## src/tcfpi_pkg.sv

```systemverilog
// shared types, constants and helpers for the three-class fenwick position index
`default_nettype none
package tcfpi_pkg;

  localparam int MAX_POS = 1024;
  localparam int PW      = 11;
  localparam int XW      = PW + 1;
  localparam int LW      = $clog2(MAX_POS);
  localparam int DEPTH   = 3 * MAX_POS;
  localparam int AW      = $clog2(DEPTH);

  typedef enum logic [1:0] {
    CMD_ADD   = 2'd0,
    CMD_COUNT = 2'd1,
    CMD_NEXT  = 2'd2,
    CMD_PREV  = 2'd3
  } cmd_t;

  typedef enum logic [3:0] {
    OP_NONE,
    OP_LOAD,
    OP_CLR,
    OP_XLOAD,
    OP_PF_ISSUE,
    OP_PF_ACC,
    OP_SAVE_A,
    OP_SET_DIR,
    OP_INIT_SEARCH,
    OP_STEP,
    OP_SHIFT,
    OP_UP_ISSUE,
    OP_UP_WR,
    OP_RESULT
  } op_t;

  typedef enum logic [2:0] {
    X_POS,
    X_POS_M1,
    X_HI,
    X_QPI,
    X_QMI1
  } xsel_t;

  typedef enum logic [2:0] {
    R_ZERO,
    R_COUNT,
    R_NPLUS1,
    R_QPLUS1,
    R_QMINUS1
  } rsel_t;

  typedef struct packed {
    op_t   op;
    xsel_t xsel;
    rsel_t rsel;
  } dp_cmd_t;

  typedef struct packed {
    logic clr_done;
    logic x_zero;
    logic x_over;
    logic add_skip;
    logic cnt_empty;
    logic next_none;
    logic prev_zero;
    logic step_ok;
    logic i_zero;
    logic eq;
    logic diff_nz;
    logic out_free;
    cmd_t cmd;
  } dp_stat_t;

  function automatic logic [PW-1:0] top_power(input logic [PW-1:0] n);
    logic [PW-1:0] p;
    p = PW'(1);
    for (int k = 0; k < PW; k++) begin
      if (n[k]) p = PW'(1) << k;
    end
    return p;
  endfunction

endpackage
`default_nettype wire

```

## src/tcfpi_ctrl.sv

```systemverilog
// controller: sequences clearing, prefix walks, updates and binary lifting searches
`default_nettype none
module tcfpi_ctrl (
  input  wire logic                clk,
  input  wire logic                rst_n,
  input  wire logic                in_valid,
  output logic                     in_ready,
  input  wire tcfpi_pkg::dp_stat_t stat,
  output tcfpi_pkg::dp_cmd_t       cmd
);

  typedef enum logic [3:0] {
    S_CLR, S_IDLE, S_DISPATCH, S_XLOAD, S_PF_ISSUE, S_PF_ACC, S_PF_DONE,
    S_SEARCH, S_UP_ISSUE, S_UP_WR, S_RES
  } state_t;

  typedef enum logic [2:0] {
    ST_ADD_A, ST_ADD_B, ST_CNT_A, ST_CNT_B, ST_BASE, ST_PROBE
  } step_t;

  state_t state_r, state_nxt;
  step_t  step_r, step_nxt;
  tcfpi_pkg::xsel_t xsel_r, xsel_nxt;
  tcfpi_pkg::rsel_t rsel_r, rsel_nxt;
  tcfpi_pkg::op_t   op;
  logic   is_next;

  assign is_next = (stat.cmd == tcfpi_pkg::CMD_NEXT);

  always_comb begin
    state_nxt = state_r;
    step_nxt  = step_r;
    xsel_nxt  = xsel_r;
    rsel_nxt  = rsel_r;
    op        = tcfpi_pkg::OP_NONE;
    case (state_r)
      S_CLR: begin
        op = tcfpi_pkg::OP_CLR;
        if (stat.clr_done) state_nxt = S_IDLE;
      end
      S_IDLE: begin
        if (in_valid) begin
          op        = tcfpi_pkg::OP_LOAD;
          state_nxt = S_DISPATCH;
        end
      end
      S_DISPATCH: begin
        case (stat.cmd)
          tcfpi_pkg::CMD_ADD: begin
            if (stat.add_skip) begin
              rsel_nxt  = tcfpi_pkg::R_ZERO;
              state_nxt = S_RES;
            end else begin
              xsel_nxt  = tcfpi_pkg::X_POS;
              step_nxt  = ST_ADD_A;
              state_nxt = S_XLOAD;
            end
          end
          tcfpi_pkg::CMD_COUNT: begin
            if (stat.cnt_empty) begin
              rsel_nxt  = tcfpi_pkg::R_ZERO;
              state_nxt = S_RES;
            end else begin
              xsel_nxt  = tcfpi_pkg::X_HI;
              step_nxt  = ST_CNT_A;
              state_nxt = S_XLOAD;
            end
          end
          tcfpi_pkg::CMD_NEXT: begin
            if (stat.next_none) begin
              rsel_nxt  = tcfpi_pkg::R_NPLUS1;
              state_nxt = S_RES;
            end else begin
              op        = tcfpi_pkg::OP_INIT_SEARCH;
              xsel_nxt  = tcfpi_pkg::X_POS;
              step_nxt  = ST_BASE;
              state_nxt = S_XLOAD;
            end
          end
          default: begin
            if (stat.prev_zero) begin
              rsel_nxt  = tcfpi_pkg::R_ZERO;
              state_nxt = S_RES;
            end else begin
              op        = tcfpi_pkg::OP_INIT_SEARCH;
              xsel_nxt  = tcfpi_pkg::X_POS_M1;
              step_nxt  = ST_BASE;
              state_nxt = S_XLOAD;
            end
          end
        endcase
      end
      S_XLOAD: begin
        op        = tcfpi_pkg::OP_XLOAD;
        state_nxt = S_PF_ISSUE;
      end
      S_PF_ISSUE: begin
        if (stat.x_zero) begin
          state_nxt = S_PF_DONE;
        end else begin
          op        = tcfpi_pkg::OP_PF_ISSUE;
          state_nxt = S_PF_ACC;
        end
      end
      S_PF_ACC: begin
        op        = tcfpi_pkg::OP_PF_ACC;
        state_nxt = S_PF_ISSUE;
      end
      S_PF_DONE: begin
        case (step_r)
          ST_ADD_A: begin
            op        = tcfpi_pkg::OP_SAVE_A;
            xsel_nxt  = tcfpi_pkg::X_POS_M1;
            step_nxt  = ST_ADD_B;
            state_nxt = S_XLOAD;
          end
          ST_ADD_B: begin
            if (stat.diff_nz) begin
              op        = tcfpi_pkg::OP_SET_DIR;
              state_nxt = S_UP_ISSUE;
            end else begin
              rsel_nxt  = tcfpi_pkg::R_ZERO;
              state_nxt = S_RES;
            end
          end
          ST_CNT_A: begin
            op        = tcfpi_pkg::OP_SAVE_A;
            xsel_nxt  = tcfpi_pkg::X_POS_M1;
            step_nxt  = ST_CNT_B;
            state_nxt = S_XLOAD;
          end
          ST_CNT_B: begin
            rsel_nxt  = tcfpi_pkg::R_COUNT;
            state_nxt = S_RES;
          end
          ST_BASE: begin
            op        = tcfpi_pkg::OP_SAVE_A;
            state_nxt = S_SEARCH;
          end
          default: begin
            op        = tcfpi_pkg::OP_STEP;
            state_nxt = S_SEARCH;
          end
        endcase
      end
      S_SEARCH: begin
        if (stat.i_zero) begin
          rsel_nxt  = is_next ? tcfpi_pkg::R_QPLUS1 : tcfpi_pkg::R_QMINUS1;
          state_nxt = S_RES;
        end else if (stat.step_ok) begin
          xsel_nxt  = is_next ? tcfpi_pkg::X_QPI : tcfpi_pkg::X_QMI1;
          step_nxt  = ST_PROBE;
          state_nxt = S_XLOAD;
        end else begin
          op = tcfpi_pkg::OP_SHIFT;
        end
      end
      S_UP_ISSUE: begin
        if (stat.x_over) begin
          rsel_nxt  = tcfpi_pkg::R_ZERO;
          state_nxt = S_RES;
        end else begin
          op        = tcfpi_pkg::OP_UP_ISSUE;
          state_nxt = S_UP_WR;
        end
      end
      S_UP_WR: begin
        op        = tcfpi_pkg::OP_UP_WR;
        state_nxt = S_UP_ISSUE;
      end
      S_RES: begin
        if (stat.out_free) begin
          op        = tcfpi_pkg::OP_RESULT;
          state_nxt = S_IDLE;
        end
      end
      default: state_nxt = S_IDLE;
    endcase
  end

  always_ff @(posedge clk) begin
    if (!rst_n) begin
      state_r <= S_CLR;
      step_r  <= ST_ADD_A;
      xsel_r  <= tcfpi_pkg::X_POS;
      rsel_r  <= tcfpi_pkg::R_ZERO;
    end else begin
      state_r <= state_nxt;
      step_r  <= step_nxt;
      xsel_r  <= xsel_nxt;
      rsel_r  <= rsel_nxt;
    end
  end

  assign in_ready = (state_r == S_IDLE);
  assign cmd.op   = op;
  assign cmd.xsel = xsel_r;
  assign cmd.rsel = rsel_r;

endmodule
`default_nettype wire

```

## config.mk

```make
export PLATFORM = sky130hd
export DESIGN_NAME = tcfpi_ctrl
export DESIGN_NICKNAME = d
export VERILOG_FILES = /design/src/tcfpi_pkg.sv /design/src/tcfpi_ctrl.sv
export SDC_FILE = /design/constraint.sdc
export NUM_CORES = 1
export LEC_CHECK = 0
export BUFFER_PORTS_ARGS = -buffer_cell sky130_fd_sc_hd__buf_2
export CAP_MARGIN = 20
export CORE_MARGIN = 3
export CORE_UTILIZATION = 55
export CTS_CLUSTER_DIAMETER = 150
export DETAILED_ROUTE_END_ITERATION = 12
export GPL_ROUTABILITY_DRIVEN = 0
export PLACE_DENSITY_LB_ADDON = 0.05
export SLEW_MARGIN = 20
export SYNTH_ARGS = -nofsm -noshare
export SYNTH_HDL_FRONTEND = slang
export SYNTH_SLANG_ARGS = --single-unit
```

## constraint.sdc

```tcl
create_clock -name clk -period 3.2 [get_ports clk]
set_clock_uncertainty 0.2 [all_clocks]
set_input_delay 0.16 -clock clk [delete_from_list [all_inputs] [get_ports clk]]
set_output_delay 0.16 -clock clk [all_outputs]
set_load 0.02 [all_outputs]
```

==> run metrics <==
n_diodes=0; Final nets=around 190; Startpoint Class=flip-flop; min cycle time layout=2.55 ns; Synth Register Bits=13; post-route setup TNS=0 ns; Sink Count=13; Hold WC Path Type=in -> reg; largest net degree at the start of global routing=23; DP Wirelength=2350 um; Synth-to-Final Area Change=12.2%; mux contribution to synthesized area=7.88%; first-pass GRT wire length=4970 um; Tcrit/Tclk final=79.7%; worst endpoint required time=~2.8 ns; flop-to-flop setup slack=0.89 ns; syn_nets=between 150 and 200; sequential cell area fraction in the yosys report=between 20 and 25%; Syn Inst Count=153; vias per cell=6.14; CTS tree=done; Top Ports=28; Comb pwr share=30.9%; status=completed; GRT overflow=0; Seq pwr share=between 40 and 50%; Critical Path End Type=output pin; initial antenna violation count=0; Hold-fix buffers, CTS=0; core area=2000 um2; leakage dissipation=0.568 nW; Power per Cell Area=approximately 300 nW/um2; post-synthesis adder-cell area fraction=0%; Yosys cell types=54; Avg Cell Area, Syn=7.79 um2; die area=2760 um2; CP Class=reg -> out; number of DRC markers in iteration 0=32; number of synthesized flops with an enable pin=0; via count=1,234; Syn. warnings=0; fin worst setup slack=0.651 ns; Initial DRT Pass Iterations=4; clock share of power=24.8%; ys async rst share=0%; Pins Over Slew Limit=0; Root Driver=clkbuf_4; Worst-Margin Slew=0.749 ns; # rows=16; vias in the first global route=1,100; wire per inst=roughly 15 um; xor and xnor area share after synthesis=under 10%; commonest non-fill, non-tap cells in the layout=26 x buf_2, 18 x nand2_1, 13 x nor2_1, 13 x dfxtp_1, 12 x a21oi_1; pre-CTS setup slack=0.923 ns; total track usage=about a quarter; final wirelength=3050 um; internal power=between 200 and 300 uW; Hold Vio Cnt, Final=0; post-synthesis compound-gate area fraction=29.3%; CTS Buffer Depth=2; die height=roughly 53 um; H-tree Lvls=1; combinational family with the most area after synthesis=simple AND/OR/NAND/NOR gates; Routed Antenna Nets=0; most common cell after layout, fill and taps aside=buf_2; setup violators final=0; utilization after layout=between 60% and 70%; Post CTS Setup Buffer Count=0; Worst-path clk slew=0.08 ns; Synth Area in Simple Gates=about a third; Inserted Clock Buffers=3; Die Wd=52.5 um; Net Sw Frac=33.7%; peak supply drop=0.299 mV; Synth Flop Type=dfxtp_1; Resized Gates After CTS=0; Fmax=392 MHz; crit path DAT=2.19 ns; Port Buffers=26; Net Sw Power=between 100 and 150 uW; Initial Utilization=59.5%; Max-Cap Viols=0; Clock Latency Late Sink=0.27 ns; synthesized cell area=1190 um2; Max FO, Critical Path=22; layout cell share with drive strength beyond 1=27.0%; max_slew headroom=50.0%; RSZ-0062 raised after global routing=false; DRC Markers=0
==> area by class of cell <==
class | instances | area, um2
clock buffers | 4 | 26.3
fillers | 194 | 666
inverters | 5 | 18.8
multi-input cells | 123 | 845
flip-flops and latches | 13 | 260
well taps | 27 | 33.8
repair buffers | 29 | 153
==> metal layers <==
layer / GRT usage, % / vias up / routed length (um)
li1: - / 604 / -
met1: 31.4 / 588 / 1340
met2: 40.3 / 40 / 1530
met3: 5.41 / 2 / 171
met4: 3.40 / 0 / 10
met5: 0 / - / 0
==> logic make-up after synthesis <==
kind of cell | after synthesis
compound gates | 49
xor+xnor | 2
buf+inv | 17
flops | 13
mux | 8
simple gates | 64
==> critical path: stages (launching register included) <==
cell and delay [ns]:
dfxtp_1 0.81, nand2_1 0.28, nor4_2 0.44, a211oi_1 0.09, o21ai_0 0.09, buf_2 0.19
==> sequential cells by signal, summed over array words and instances, names as in the netlist <==
| register | count |
|---|---|
| rsel_r | 3 |
| state_r | 4 |
| step_r | 3 |
| xsel_r | 3 |
==> metrics by stage <==
stage / power, mW / hold WS, ns / area (um2) / cells
final: 0.400 / 0.0460 / 1340 / 201
after global routing: 0.420 / 0.0639 / 1340 / 201
after CTS: 0.401 / 0.0415 / 1340 / 201
after detailed placement: 0.303 / 0.257 / 1310 / 197
after global placement: 0.300 / 0.242 / 1310 / 197
after floorplan: 0.270 / 0.220 / 1190 / 153
==> path summary, 6_finish.rpt <==
path	startpoint	to	depth (start not counted)
min	stat[0]	step_r[1]	2
max reg2reg	state_r[2]	state_r[1]	5
max	state_r[2]	cmd[9]	5
min reg2reg	rsel_r[0]	rsel_r[0]	2
==> synthesized netlist by cell type (all sizes together), types with 2 or more instances <==
master,instances,area share (%)
a211oi,3,1.9
nand3,4,2.1
o21ai,11,4.6
a22oi,2,1.3
nor2,13,4.1
a21oi,13,5.8
nor2b,6,3.2
o21a,2,1.3
or3,2,1.1
nand2b,5,3.5
nor4,2,1.6
buf,10,5.0
clkbuf,2,0.63
inv,5,1.6
a21boi,3,1.9
nor3,4,1.7
nand2,19,6.6
a2111oi,2,2.0
mux2i,6,5.0
o211a,3,2.5
a31oi,2,1.1
dfxtp,13,22
==> power groups by stage <==
| stage | Clock (mW) | Combinational, mW | Sequential (mW) |
|---|---|---|---|
| after floorplan | 0 | 0.0930 | 0.177 |
| after global placement | 0 | 0.120 | 0.180 |
| after detailed placement | 0 | 0.123 | 0.181 |
| after CTS | 0.101 | 0.123 | 0.177 |
| after global routing | 0.107 | 0.135 | 0.178 |
| final | 0.0992 | 0.123 | 0.178 |
No activity file was read; power rests on OpenSTA's default activity.
